**config.mk**
```make
export PLATFORM = sky130hd
export DESIGN_NAME = infix_to_postfix_converter_core
export DESIGN_NICKNAME = d
export VERILOG_FILES = /design/src/hdl/itpc_pkg.sv /design/src/hdl/itpc_stack_ram.sv /design/src/hdl/infix_to_postfix_converter_core.sv
export VERILOG_INCLUDE_DIRS = /design/src /design/src/hdl
export SDC_FILE = /design/constraint.sdc
export NUM_CORES = 1
export LEC_CHECK = 0
export BUFFER_PORTS_ARGS = -buffer_cell sky130_fd_sc_hd__buf_2
export CAP_MARGIN = 25
export CORE_AREA = 2 2 352 267
export CTS_CLUSTER_SIZE = 8
export DETAILED_ROUTE_END_ITERATION = 12
export DIE_AREA = 0 0 354 269
export PLACE_DENSITY = 0.82
export SETUP_SLACK_MARGIN = 0.1
export SYNTH_ARGS = -nofsm -noshare
export SYNTH_HDL_FRONTEND = slang
export SYNTH_SLANG_ARGS = --single-unit
```
**constraint.sdc**
```tcl
create_clock -name clock -period 5.1 [get_ports clock]
set_input_delay 1.275 -clock clock [delete_from_list [all_inputs] [get_ports clock]]
set_output_delay 1.275 -clock clock [all_outputs]
set_load 0.02 [all_outputs]
```
**src/hdl/infix_to_postfix_converter_core_assert.svh**
```systemverilog
// ----------------------------------------------------------------------------
// Assertion macros for the infix to postfix converter
// Concurrent checks that compile away when ASSERT_OFF is defined.
// ----------------------------------------------------------------------------
`ifndef INFIX_TO_POSTFIX_CONVERTER_CORE_ASSERT_SVH
`define INFIX_TO_POSTFIX_CONVERTER_CORE_ASSERT_SVH

`ifndef ASSERT_OFF

`define ITPC_ASSERT_IMPLIES(label, clk, rst, ante, cons) \
   label: assert property (@(posedge clk) disable iff (rst) (ante) |-> (cons)) \
      else $error("assertion failed");

`define ITPC_ASSERT_NEXT(label, clk, rst, ante, cons) \
   label: assert property (@(posedge clk) disable iff (rst) (ante) |=> (cons)) \
      else $error("assertion failed");

`else

`define ITPC_ASSERT_IMPLIES(label, clk, rst, ante, cons)

`define ITPC_ASSERT_NEXT(label, clk, rst, ante, cons)

`endif

`endif

```
**src/hdl/itpc_pkg.sv**
```systemverilog
// ----------------------------------------------------------------------------
// Infix to postfix converter package
// Beat types, token codes, stack entry layout and operator precedence.
// ----------------------------------------------------------------------------
`default_nettype none

package itpc_pkg;

   localparam int STACK_DEPTH  = 32;
   localparam int PAYLOAD_BITS = 32;
   localparam int ADDR_BITS    = $clog2(STACK_DEPTH);
   localparam int CNT_BITS     = $clog2(STACK_DEPTH + 1);

   localparam logic [CNT_BITS-1:0] STACK_FULL = CNT_BITS'(STACK_DEPTH);

   typedef enum logic [2:0] {
      TK_NUMBER = 3'd0,
      TK_CELL   = 3'd1,
      TK_FUNC   = 3'd2,
      TK_OPER   = 3'd3,
      TK_LPAREN = 3'd4,
      TK_RPAREN = 3'd5,
      TK_COMMA  = 3'd6,
      TK_END    = 3'd7
   } token_kind_type;

   typedef enum logic [1:0] {
      OK_NUMBER = 2'd0,
      OK_CELL   = 2'd1,
      OK_FUNC   = 2'd2,
      OK_OPER   = 2'd3
   } out_kind_type;

   typedef enum logic [2:0] {
      ST_TOKEN    = 3'd0,
      ST_DONE     = 3'd1,
      ST_PAREN    = 3'd2,
      ST_COMMA    = 3'd3,
      ST_OVERFLOW = 3'd4
   } status_type;

   typedef enum logic [1:0] {
      ENT_FUNC = 2'd0,
      ENT_OPER = 2'd1,
      ENT_LPAR = 2'd2
   } ent_kind_type;

   typedef struct packed {
      logic [2:0]              token_kind;
      logic [2:0]              op_code;
      logic [PAYLOAD_BITS-1:0] token_payload;
   } req_type;

   typedef struct packed {
      logic [1:0]              out_kind;
      logic [2:0]              out_op;
      logic [PAYLOAD_BITS-1:0] out_payload;
      logic [2:0]              status;
      logic                    last;
   } rsp_type;

   typedef struct packed {
      logic [1:0]              kind;
      logic [2:0]              op;
      logic [PAYLOAD_BITS-1:0] payload;
   } entry_type;

   typedef struct packed {
      logic                 wr_en;
      logic [ADDR_BITS-1:0] wr_addr;
      logic                 rd_en;
      logic [ADDR_BITS-1:0] rd_addr;
   } ram_ctrl_type;

   function automatic logic [1:0] prec_of(input logic [2:0] op);
      logic [1:0] p;
      case (op)
         3'd0, 3'd1: p = 2'd1;
         3'd2, 3'd3: p = 2'd2;
         default:    p = 2'd3;
      endcase
      return p;
   endfunction

endpackage

`default_nettype wire

```
**src/hdl/itpc_stack_ram.sv**
```systemverilog
// ----------------------------------------------------------------------------
// Operator stack memory
// One write port and one read port with registered read data.
// ----------------------------------------------------------------------------
`default_nettype none

module itpc_stack_ram (
   input  wire logic                 clock,
   input  wire itpc_pkg::ram_ctrl_type ctrl,
   input  wire itpc_pkg::entry_type  wr_data,
   output      itpc_pkg::entry_type  rd_data
);

   itpc_pkg::entry_type mem [itpc_pkg::STACK_DEPTH];
   itpc_pkg::entry_type rd_data_ff;

   always_ff @(posedge clock) begin
      if (ctrl.wr_en) begin
         mem[ctrl.wr_addr] <= wr_data;
      end
   end

   always_ff @(posedge clock) begin
      if (ctrl.rd_en) begin
         rd_data_ff <= mem[ctrl.rd_addr];
      end
   end

   assign rd_data = rd_data_ff;

endmodule

`default_nettype wire

```
**src/hdl/infix_to_postfix_converter_core.sv**
```systemverilog
// ----------------------------------------------------------------------------
// Infix to postfix converter core
// Shunting-yard reordering of formula tokens over a stack in memory.
// ----------------------------------------------------------------------------
// req_* takes one token per beat; rsp_* gives postfix tokens, done markers
// and error beats, with last set on the final beat caused by a token.
// Tokens that are only pushed (function, left parenthesis, operator that
// pops nothing) cause no rsp beat.
// A function or left parenthesis is pushed when it is accepted. Each stack
// inspection issues the address, then uses the registered read data of the
// stack memory; a check of an empty stack needs no read.
// req_ready is high only while the sequencer is idle.
// A result is held one beat back until the next one is known, so last can
// be set; the output register lets the next result be formed while rsp_ready
// is low, and the sequencer holds when both are full.
// An error beat clears the stack. Reset empties the stack and drops any
// result not yet taken; the stack memory itself is not cleared.
// ----------------------------------------------------------------------------
`default_nettype none

`include "infix_to_postfix_converter_core_assert.svh"

module infix_to_postfix_converter_core (
   input  wire logic              clock,
   input  wire logic              reset,
   input  wire logic              req_valid,
   output      logic              req_ready,
   input  wire itpc_pkg::req_type req_data,
   output      logic              rsp_valid,
   input  wire logic              rsp_ready,
   output      itpc_pkg::rsp_type rsp_data
);

   typedef enum logic [3:0] {
      S_IDLE  = 4'b0001,
      S_READ  = 4'b0010,
      S_EVAL  = 4'b0100,
      S_FLUSH = 4'b1000
   } state_type;

   state_type                           state_ff, state_in, nxt_state;
   logic [itpc_pkg::CNT_BITS-1:0]       count_ff, count_in, nxt_count, cnt_dec;
   logic                                fn_ff, fn_in, nxt_fn;
   itpc_pkg::req_type                   tok_ff, tok_in;
   itpc_pkg::rsp_type                   pend_ff, pend_in;
   logic                                pend_valid_ff, pend_valid_in;
   itpc_pkg::rsp_type                   rsp_ff, rsp_in;
   logic                                rsp_valid_ff, rsp_valid_in;

   itpc_pkg::ram_ctrl_type              ram_ctrl;
   itpc_pkg::entry_type                 ram_rd_data;
   itpc_pkg::entry_type                 push_entry;
   logic                                push_en;

   logic                                stack_empty, stack_full, rsp_free, commit;
   logic                                eval_en, res_req, rsp_load, rsp_last;
   logic                                num_accept;
   itpc_pkg::rsp_type                   res_val, pop_val, tok_val;

   itpc_stack_ram u_stack (
      .clock   (clock),
      .ctrl    (ram_ctrl),
      .wr_data (push_entry),
      .rd_data (ram_rd_data)
   );

   assign stack_empty = (count_ff == '0);
   assign stack_full  = (count_ff == itpc_pkg::STACK_FULL);
   assign cnt_dec     = count_ff - 1'b1;
   assign rsp_free    = !rsp_valid_ff || rsp_ready;
   assign eval_en     = (state_ff == S_EVAL) || ((state_ff == S_READ) && stack_empty);

   always_comb begin
      pop_val        = '0;
      pop_val.status = itpc_pkg::ST_TOKEN;
      if (ram_rd_data.kind == itpc_pkg::ENT_FUNC) begin
         pop_val.out_kind    = itpc_pkg::OK_FUNC;
         pop_val.out_payload = ram_rd_data.payload;
      end else begin
         pop_val.out_kind = itpc_pkg::OK_OPER;
         pop_val.out_op   = ram_rd_data.op;
      end
      tok_val             = '0;
      tok_val.out_kind    = req_data.token_kind[1:0];
      tok_val.out_payload = req_data.token_payload;
      tok_val.status      = itpc_pkg::ST_TOKEN;
   end

   always_comb begin
      nxt_state        = state_ff;
      nxt_count        = count_ff;
      nxt_fn           = fn_ff;
      tok_in           = tok_ff;
      res_req          = 1'b0;
      res_val          = '0;
      push_en          = 1'b0;
      push_entry       = '0;
      rsp_last         = 1'b0;
      ram_ctrl.rd_en   = 1'b0;
      ram_ctrl.rd_addr = cnt_dec[itpc_pkg::ADDR_BITS-1:0];
      ram_ctrl.wr_addr = count_ff[itpc_pkg::ADDR_BITS-1:0];

      unique case (state_ff)
         S_IDLE: begin
            if (req_valid) begin
               tok_in = req_data;
               unique case (req_data.token_kind) inside
                  itpc_pkg::TK_NUMBER, itpc_pkg::TK_CELL: begin
                     res_req   = 1'b1;
                     res_val   = tok_val;
                     nxt_state = S_FLUSH;
                  end
                  itpc_pkg::TK_FUNC, itpc_pkg::TK_LPAREN: begin
                     if (stack_full) begin
                        res_req        = 1'b1;
                        res_val.status = itpc_pkg::ST_OVERFLOW;
                        nxt_count      = '0;
                        nxt_state      = S_FLUSH;
                     end else begin
                        push_en = 1'b1;
                        if (req_data.token_kind == itpc_pkg::TK_FUNC) begin
                           push_entry.kind    = itpc_pkg::ENT_FUNC;
                           push_entry.payload = req_data.token_payload;
                        end else begin
                           push_entry.kind = itpc_pkg::ENT_LPAR;
                        end
                        nxt_count = count_ff + 1'b1;
                     end
                  end
                  default: begin
                     nxt_fn    = 1'b0;
                     nxt_state = S_READ;
                  end
               endcase
            end
         end
         S_READ: begin
            if (!stack_empty) begin
               ram_ctrl.rd_en = 1'b1;
               nxt_state      = S_EVAL;
            end
         end
         S_EVAL: begin
            nxt_state = S_EVAL;
         end
         S_FLUSH: begin
            if (!pend_valid_ff || rsp_free) begin
               rsp_last  = 1'b1;
               nxt_state = S_IDLE;
            end
         end
         default: begin
            nxt_state = S_IDLE;
         end
      endcase

      if (eval_en) begin
         unique case (tok_ff.token_kind)
            itpc_pkg::TK_OPER: begin
               if (!stack_empty && (ram_rd_data.kind == itpc_pkg::ENT_OPER) &&
                   (itpc_pkg::prec_of(ram_rd_data.op) >=
                    itpc_pkg::prec_of(tok_ff.op_code))) begin
                  res_req   = 1'b1;
                  res_val   = pop_val;
                  nxt_count = cnt_dec;
                  nxt_state = S_READ;
               end else if (stack_full) begin
                  res_req        = 1'b1;
                  res_val.status = itpc_pkg::ST_OVERFLOW;
                  nxt_count      = '0;
                  nxt_state      = S_FLUSH;
               end else begin
                  push_en         = 1'b1;
                  push_entry.kind = itpc_pkg::ENT_OPER;
                  push_entry.op   = tok_ff.op_code;
                  nxt_count       = count_ff + 1'b1;
                  nxt_state       = S_FLUSH;
               end
            end
            itpc_pkg::TK_RPAREN: begin
               if (fn_ff) begin
                  nxt_fn    = 1'b0;
                  nxt_state = S_FLUSH;
                  if (!stack_empty && (ram_rd_data.kind == itpc_pkg::ENT_FUNC)) begin
                     res_req   = 1'b1;
                     res_val   = pop_val;
                     nxt_count = cnt_dec;
                  end
               end else if (stack_empty) begin
                  res_req        = 1'b1;
                  res_val.status = itpc_pkg::ST_PAREN;
                  nxt_state      = S_FLUSH;
               end else if (ram_rd_data.kind == itpc_pkg::ENT_LPAR) begin
                  nxt_count = cnt_dec;
                  nxt_fn    = 1'b1;
                  nxt_state = S_READ;
               end else begin
                  res_req   = 1'b1;
                  res_val   = pop_val;
                  nxt_count = cnt_dec;
                  nxt_state = S_READ;
               end
            end
            itpc_pkg::TK_COMMA: begin
               if (stack_empty) begin
                  res_req        = 1'b1;
                  res_val.status = itpc_pkg::ST_COMMA;
                  nxt_state      = S_FLUSH;
               end else if (ram_rd_data.kind == itpc_pkg::ENT_LPAR) begin
                  nxt_state = S_FLUSH;
               end else begin
                  res_req   = 1'b1;
                  res_val   = pop_val;
                  nxt_count = cnt_dec;
                  nxt_state = S_READ;
               end
            end
            itpc_pkg::TK_END: begin
               if (stack_empty) begin
                  res_req        = 1'b1;
                  res_val.status = itpc_pkg::ST_DONE;
                  nxt_state      = S_FLUSH;
               end else if (ram_rd_data.kind == itpc_pkg::ENT_LPAR) begin
                  res_req        = 1'b1;
                  res_val.status = itpc_pkg::ST_PAREN;
                  nxt_count      = '0;
                  nxt_state      = S_FLUSH;
               end else begin
                  res_req   = 1'b1;
                  res_val   = pop_val;
                  nxt_count = cnt_dec;
                  nxt_state = S_READ;
               end
            end
            default: begin
               nxt_state = S_FLUSH;
            end
         endcase
      end

      ram_ctrl.wr_en = push_en;
   end

   always_comb begin
      commit        = !res_req || !pend_valid_ff || rsp_free;
      state_in      = state_ff;
      count_in      = count_ff;
      fn_in         = fn_ff;
      pend_in       = pend_ff;
      pend_valid_in = pend_valid_ff;
      rsp_load      = 1'b0;

      if (commit) begin
         state_in = nxt_state;
         count_in = nxt_count;
         fn_in    = nxt_fn;
         if (res_req) begin
            rsp_load      = pend_valid_ff;
            pend_in       = res_val;
            pend_valid_in = 1'b1;
         end
      end
      if ((state_ff == S_FLUSH) && pend_valid_ff && rsp_free) begin
         rsp_load      = 1'b1;
         pend_valid_in = 1'b0;
      end

      rsp_in      = pend_ff;
      rsp_in.last = rsp_last;
      if (rsp_load) begin
         rsp_valid_in = 1'b1;
      end else if (rsp_ready) begin
         rsp_valid_in = 1'b0;
      end else begin
         rsp_valid_in = rsp_valid_ff;
      end
   end

   always_ff @(posedge clock) begin
      if (reset) begin
         state_ff      <= S_IDLE;
         count_ff      <= '0;
         fn_ff         <= 1'b0;
         pend_valid_ff <= 1'b0;
         rsp_valid_ff  <= 1'b0;
      end else begin
         state_ff      <= state_in;
         count_ff      <= count_in;
         fn_ff         <= fn_in;
         pend_valid_ff <= pend_valid_in;
         rsp_valid_ff  <= rsp_valid_in;
      end
   end

   always_ff @(posedge clock) begin
      tok_ff  <= tok_in;
      pend_ff <= pend_in;
      if (rsp_load) begin
         rsp_ff <= rsp_in;
      end
   end

   assign req_ready = (state_ff == S_IDLE);
   assign rsp_valid = rsp_valid_ff;
   assign rsp_data  = rsp_ff;

   assign num_accept = req_valid && req_ready &&
                       (req_data.token_kind == itpc_pkg::TK_NUMBER);

   `ITPC_ASSERT_IMPLIES(a_count_bound, clock, reset, 1'b1, count_ff <= itpc_pkg::STACK_FULL)
   `ITPC_ASSERT_IMPLIES(a_idle_no_pend, clock, reset, state_ff == S_IDLE, !pend_valid_ff)
   `ITPC_ASSERT_IMPLIES(a_load_when_free, clock, reset, rsp_load, rsp_free)
   `ITPC_ASSERT_NEXT(a_pass_through, clock, reset, num_accept, (state_ff == S_FLUSH) && pend_valid_ff)

endmodule

`default_nettype wire
```
==> flow_metrics.py, run 1 <==
metrics = {
    "synth": {
        "synth.distinct_cells": 66,
        "synth_area_leaders": "edfxtp_1 (77%), mux4_2 (16%), nand2_1 (1.5%), nor2_1 (0.74%), clkbuf_1 (0.55%)",
        "syn_nets": 2368,
        "syn_area_um2": 50900,
        "yosysWarnings": 0,
        "syn_inst": 2319,
        "syn_avg_cell_area_um2": 22.0,
        "yosysTopAreaCell": "edfxtp_1",
        "synthArstFlopShare_pct": 0,
        "synth_top_area_share_pct": 77.1,
        "synth_edf_count": 1308,
        "seq_area_frac_synth_pct": 77.6,
        "ys_seq_elements": 1321,
        "synth_top_flop_cell": "edfxtp_1",
    },
    "timing": {
        "rsz0062_at_grt": "false",
        "slew_headroom_pct": 35.1,
        "setup_violations": 0,
        "fin_crit_ns": 4.34,
        "hold_viol": 0,
        "fin_crit_sh_pct": 85.2,
        "drv_slew": 0,
        "tightest_slew_ns": 0.974,
        "fmax_mhz": 230,
        "fin_setup_tns_ns": 0,
        "fin_worst_skew_ns": 0.0388,
    },
    "layout": {
        "drive_above_1_share_pct": 31.2,
        "area_delta_synth_final_pct": 15.1,
        "fin_nets": 2622,
        "diodes": 0,
        "final_area_um2": 58700,
        "fillCellCount": 5731,
    },
    "power_and_ir_drop": {
        "ir_drop_mv": 0.295,
        "power_density_nw_per_um2": 436,
        "clkPwrFrac_pct": 42.2,
        "p_seq_share_pct": 47.4,
        "total_power_uw": 25600,
        "combPwrFrac_pct": 10.3,
        "netSwitchingFraction_pct": 23.5,
        "switchingPower_uw": 6010,
        "power_leakage_uw": 0.0189,
        "p_int_uw": 19600,
    },
    "route": {
        "num_vias": 26600,
        "wl_mm": 135,
        "drt_first_pass_iters": 6,
        "drtIter0Drc": 3938,
        "drcViolationCount": 0,
        "avgViaCountPerCell": 6.94,
        "wl_per_cell_um": 35.1,
        "final_antenna_net_count": 0,
    },
    "floorplan": {
        "die-height_um": 269,
        "fp.dieW_um": 354,
        "start_util_pct": 55.2,
        "row_count": 97,
        "die_area_um2": 95200,
        "io_pins": 85,
        "core_um2": 92200,
    },
    "cts": {
        "clk_pin_slew_worst_paths_ns": 0.05,
        "cts_made_buffers": 183,
        "cts.sinks": 1321,
        "post_cts_resized": 0,
        "root_buffer": "clkbuf_16",
        "holdBufCountCts": 0,
        "insertion_delay_ns": 0.78,
        "cts_max_level": 4,
        "cts_buffer_depth": 3,
        "post_cts_buffers": 0,
        "cts_tree": "done",
    },
    "global_routing": {
        "top_usage_layer": "met2",
        "grt_pass1_vias": 26800,
        "grt_use_total_pct": 28.7,
        "met2_usage_pct": 46.4,
        "grtUsageMet1_pct": 38.3,
        "grt_pass1_wl_mm": 193,
        "grt_max_degree": 120,
        "grt_overflow": 0,
        "use_met3_pct": 6.63,
        "antenna_found_initial": 2,
    },
    "placed_design": {
        "gp_congestion": 0.860,
        "dpl_cell_area_um2": 53700,
        "hpwl_mm": 69.4,
        "io_buffers": 84,
    },
    "hold_path": {
        "hold_depth": 0,
        "hp-class": "reg2reg",
    },
    "outcome": {
        "status": "completed",
    },
    "worst_setup_path": {
        "worstPathArrival_ns": 4.72,
        "crit_type": "reg2reg",
        "cp.required_ns": 5.48,
        "cp_max_fo": 37,
        "critPathCaptureType": "flip-flop",
        "ff2ff_path_depth": 9,
        "critPathLaunchType": "flip-flop",
    },
    "flow_run": {
        "drv_cap": 0,
    },
}
## final timing paths
check | from | slack [ns] | endpoint
setup reg to reg | count_ff[1] | 0.76 | u_stack.mem[29][6]
setup / recovery | count_ff[1] | 0.76 | u_stack.mem[29][6]
hold reg to reg | pend_ff[27] | 0.42 | rsp_data[27]
hold / removal | pend_ff[27] | 0.42 | rsp_data[27]
## synth_stat cells, drive strengths merged, types with 2 or more instances
cell type  number
a21o            3
nand2         203
clkbuf         74
xnor2           7
o32a            2
nand4           3
a22o            2
o22a            3
o21ai          40
and2            8
or3             2
o211ai          3
a211oi          7
buf            44
nor3            6
o31ai           2
a32oi           3
nor3b           2
ha              7
a21oi          14
dfxtp          13
nand3b          5
a211o           2
nor2          100
a31oi           6
xor2            6
inv            13
nand2b          4
a32o            6
mux4          369
nor4b           3
or4b            4
nand3          11
nor2b           6
a221oi          6
edfxtp       1308
o2bb2ai         2
or4             2
## power by group through the flow
stage | sequential (µW) | clock (µW) | combinational (µW)
final | 12100 | 10800 | 2640
after global routing | 12100 | 11300 | 2760
after CTS | 12100 | 10900 | 2610
after detailed placement | 12300 | 0 | 2550
after global placement | 12300 | 0 | 2480
after floorplan | 12300 | 0 | 1740
## routing by layer
| layer | share of wire, % | wire length, µm | vias to the layer above |
|---|---|---|---|
| li1 | - | - | 10100 |
| met1 | 35 | 47600 | 13900 |
| met2 | 49 | 66000 | 2293 |
| met3 | 12 | 15600 | 313 |
| met4 | 4.3 | 5740 | 2 |
| met5 | 0.0052 | 7 | - |
## placed cells by master (no fill, tap or decap), types with 6 or more instances in the layout
master	netlist	final
a211oi_1	6	6
a21oi_1	14	14
a31oi_1	6	6
a32o_1	6	6
and2_1	8	7
buf_12	0	14
buf_2	12	84
buf_4	0	87
clkbuf_1	74	17
clkbuf_16	0	184
dfxtp_1	13	12
edfxtp_1	1308	1308
ha_1	7	6
inv_1	13	13
mux4_2	369	369
nand2_1	202	201
nand3_1	11	11
nor2_1	100	65
nor2_4	0	34
nor3_1	6	6
o21ai_0	37	37
## flip-flops by register name (all words and copies together) (netlist names)
signal           cells
count_ff             6
fn_ff                1
pend_ff             40
pend_valid_ff        1
rsp_data            41
rsp_valid            1
state_ff             4
tok_ff               6
u_stack.mem       1184
u_stack.rd_data     37
## critical path: stages (launching register included)
cell	delay [ns]
dfxtp_1	0.38
inv_1	0.22
ha_4	0.18
or4b_4	0.54
nor2_1	0.51
o211a_1	0.28
nand2b_1	0.28
nand2_1	0.58
nor2_4	0.29
buf_4	0.63
## metrics by stage
| stage | utilization (%) | worst slack (ns) | hold WS, ns | cells |
|---|---|---|---|---|
| 2_1_floorplan | - | -0.0146 | 0.400 | 2319 |
| 3_3_place_gp | 58.2 | 0.947 | 0.401 | 3622 |
| 3_5_place_dp | 58.2 | 0.870 | 0.405 | 3623 |
| 4_1_cts | 63.5 | 0.854 | 0.416 | 3838 |
| 5_1_grt | 63.6 | 0.682 | 0.420 | 3840 |
| 6_report | 63.6 | 0.756 | 0.415 | 3840 |
## kinds of logic (layout without fill, tap and decap cells)
kind of cell    Yosys count  in the layout  synth area share, %
fa+ha+maj                 7              7                0.172
flops                  1321           1321                 77.6
compound gates          112            112                 1.56
xor+xnor                 13             13                0.224
mux                     370            370                 16.3
simple gates            365            365                 3.06
buf+inv                 131            415                 1.04
## cell type report
cell class	instances	area (µm²)	area share [%]
Clock inverter	14	218	0.371
Inverter	13	48.8	0.0832
Clock buffer	201	4670	7.96
Tap cell	1237	1550	2.64
Sequential cell	1321	39500	67.4
Timing Repair Buffer	187	1410	2.40
Multi-Input combinational cell	867	11200	19.1
Note: power is estimated with default switching activity, not from simulation.
==> inputs of run 2 (changes only) <==
CORE_AREA = 2 2 362 275   (was 2 2 352 267)
DIE_AREA = 0 0 364 277   (was 0 0 354 269)
PLACE_DENSITY = 0.79   (was 0.82)
SYNTH_HIERARCHICAL = 1   (was unset)
==> flow_metrics.py, run 2 <==
metrics = {
    "outcome": {
        "status": "completed",
    },
    "timing": {
        "tightest_slew_ns": 0.975,
        "fin_crit_ns": 4.23,
        "slew_headroom_pct": 35.0,
        "layout_setup_ws_ns": 0.874,
        "fin_worst_skew_ns": 0.0626,
        "rsz0062_at_grt": "false",
        "drv_slew": 0,
        "setup_violations": 0,
        "hold_viol": 0,
        "fin_crit_sh_pct": 82.9,
        "fmax_mhz": 237,
        "fin_setup_tns_ns": 0,
    },
    "placed_design": {
        "hpwl_mm": 75.4,
        "place_ws_ns": 0.930,
        "gp_congestion": 0.886,
        "io_buffers": 84,
    },
    "route": {
        "wl_mm": 133,
        "num_vias": 29400,
        "drtIter0Drc": 4156,
        "wl_per_cell_um": 28.7,
        "drcViolationCount": 0,
        "drt_first_pass_iters": 6,
        "final_antenna_net_count": 0,
        "avgViaCountPerCell": 6.38,
    },
    "floorplan": {
        "io_pins": 85,
        "fp.dieW_um": 364,
        "die_area_um2": 101000,
        "die-height_um": 277,
        "start_util_pct": 53.4,
        "core_um2": 97700,
        "row_count": 100,
    },
    "synth": {
        "synth_common_cells": "edfxtp_1 (1,308), mux2i_1 (593), nand2_1 (137)",
        "syn_avg_cell_area_um2": 17.3,
        "synth_top_area_share_pct": 75.3,
        "yosysTopAreaCell": "edfxtp_1",
        "syn_nets": 3071,
        "yosysWarnings": 6,
        "syn_inst": 3024,
        "synthArstFlopShare_pct": 0,
        "synth.distinct_cells": 78,
        "seq_area_frac_synth_pct": 75.8,
        "synth_edf_count": 1308,
        "syn_area_um2": 52200,
        "synth_area_leaders": "edfxtp_1 (75%), mux2i_1 (11%), a22oi_1 (1.7%), a22o_1 (1.3%), a21oi_1 (1.2%)",
        "ys_seq_elements": 1321,
        "synth_top_flop_cell": "edfxtp_1",
        "post-synth-top-count-cell": "edfxtp_1",
    },
    "worst_setup_path": {
        "worst_path_max_delay_cell": "or3b_2",
        "worstPathArrival_ns": 4.63,
        "critPathCaptureType": "flip-flop",
        "cp.required_ns": 5.51,
        "cp_max_fo": 53,
        "critPathLaunchType": "flip-flop",
        "critical_path.max_stage_delay_ns": 0.74,
        "path_cells": "inv_8, ha_1, nor4b_4, nand2_1, a21oi_1, o21ai_0, and2_1, nor2_1, or3b_2, nor2_4, buf_4",
        "crit_type": "reg2reg",
    },
    "cts": {
        "holdBufCountCts": 0,
        "cts.sinks": 1321,
        "cts_made_buffers": 183,
        "post_cts_resized": 0,
        "insertion_delay_ns": 0.81,
        "cts_buffer_depth": 3,
        "cts_tree": "done",
        "root_buffer": "clkbuf_16",
        "clk_pin_slew_worst_paths_ns": 0.06,
        "cts_max_level": 4,
        "post_cts_buffers": 0,
    },
    "global_routing": {
        "grt_use_total_pct": 26.4,
        "grt_pass1_vias": 29100,
        "grt_pass1_wl_mm": 193,
        "antenna_found_initial": 4,
        "grt_max_degree": 121,
        "grt_overflow": 0,
    },
    "layout": {
        "final_cell_mix": "edfxtp_1 (1,308), mux2i_1 (593), clkbuf_16 (184)",
        "final_common_cell": "edfxtp_1",
        "fin_nets": 3313,
        "postLayoutCoreUtil_pct": 61.5,
        "top_register": "u_stack/mem",
        "largest_reg_flops": 1184,
        "area_delta_synth_final_pct": 15.1,
        "drive_above_1_share_pct": 15.3,
    },
    "hold_path": {
        "hp-class": "reg2reg",
    },
    "power_and_ir_drop": {
        "p_seq_share_pct": 47.8,
        "power_leakage_uw": 0.0234,
        "combPwrFrac_pct": 9.5,
        "power_density_nw_per_um2": 420,
        "clkPwrFrac_pct": 42.7,
        "p_int_uw": 19200,
        "switchingPower_uw": 6000,
        "netSwitchingFraction_pct": 23.8,
        "ir_drop_mv": 0.401,
    },
    "flow_run": {
        "drv_cap": 0,
    },
}
==> run 2: cell types whose count changed in the layout (fill, tap and decap cells not counted), moves of 30 or more <==
cell     change
nor3_1      +35
nand3_1    +112
buf_4       +30
mux2i_1    +592
mux4_2     -369
a22o_1      +74
and3_1      +33
a22oi_1    +115
a21oi_1    +112
nor2_1      -39
nand2_1     -65
a31oi_1     +34
==> run 2: cell type report <==
| class | count | area [µm²] |
|---|---|---|
| flip-flops and latches | 1321 | 39500 |
| fillers | 6625 | 37700 |
| multi-input cells | 1519 | 11900 |
| clock buffers | 194 | 4630 |
| repair buffers | 233 | 1960 |
| well taps | 1326 | 1660 |
| clock inverters | 16 | 377 |
| inverters | 8 | 37.5 |
| diodes | 2 | 5.00 |
==> run 2: metrics by stage <==
step,cells,power (µW),area (µm²),hold slack [ns]
global placement,4402,14500,54900,0.401
detailed placement,4402,14600,54900,0.405
floorplan,3024,13900,52200,0.400
CTS,4612,25300,59900,0.398
finish,4619,25200,60100,0.395
global route,4619,25900,60100,0.418
==> run 2: worst paths after layout <==
path	from	end	slack (ns)	cells past startpoint
min	pend_ff[39]	rsp_data[39]	0.40	0
min reg2reg	pend_ff[39]	rsp_data[39]	0.40	0
max	count_ff[0]	u_stack/mem[12][35]	0.87	11
max reg2reg	count_ff[0]	u_stack/mem[12][35]	0.87	11
==> run 2: power by group through the flow <==
stage          Combinational, µW  Sequential [µW]  Clock [µW]
2_1_floorplan               1600            12300           0
3_3_place_gp                2260            12300           0
3_5_place_dp                2300            12300           0
4_1_cts                     2330            12100       10900
5_1_grt                     2520            12100       11300
6_report                    2390            12100       10800
==> run 2: per-layer routing <==
layer	global-route usage, %	up-vias	share of wire (%)
li1	-	12500	-
met3	9.31	241	14
met2	38.8	1969	45
met5	0	-	0.035
met4	8.92	6	2.5
met1	36.8	14800	38
==> run 2: worst max-delay path: cells and delay by family, from the launching register on <==
| kind | cells | cell delay (ns) |
|---|---|---|
| AND/OR/NAND/NOR | 6 | 1.93 |
| buffers and inverters | 2 | 0.83 |
| flip-flops | 1 | 0.43 |
| AO/OA/AOI/OAI | 2 | 0.38 |
| adder cells (fa/ha/maj) | 1 | 0.25 |
==> run 2: logic make-up after synthesis <==
group | synth area share [%]
simple gates | 4.47
buf+inv | 2.13
compound gates | 5.97
xor+xnor | 0.151
mux | 11.4
fa+ha+maj | 0.120
flops | 75.8
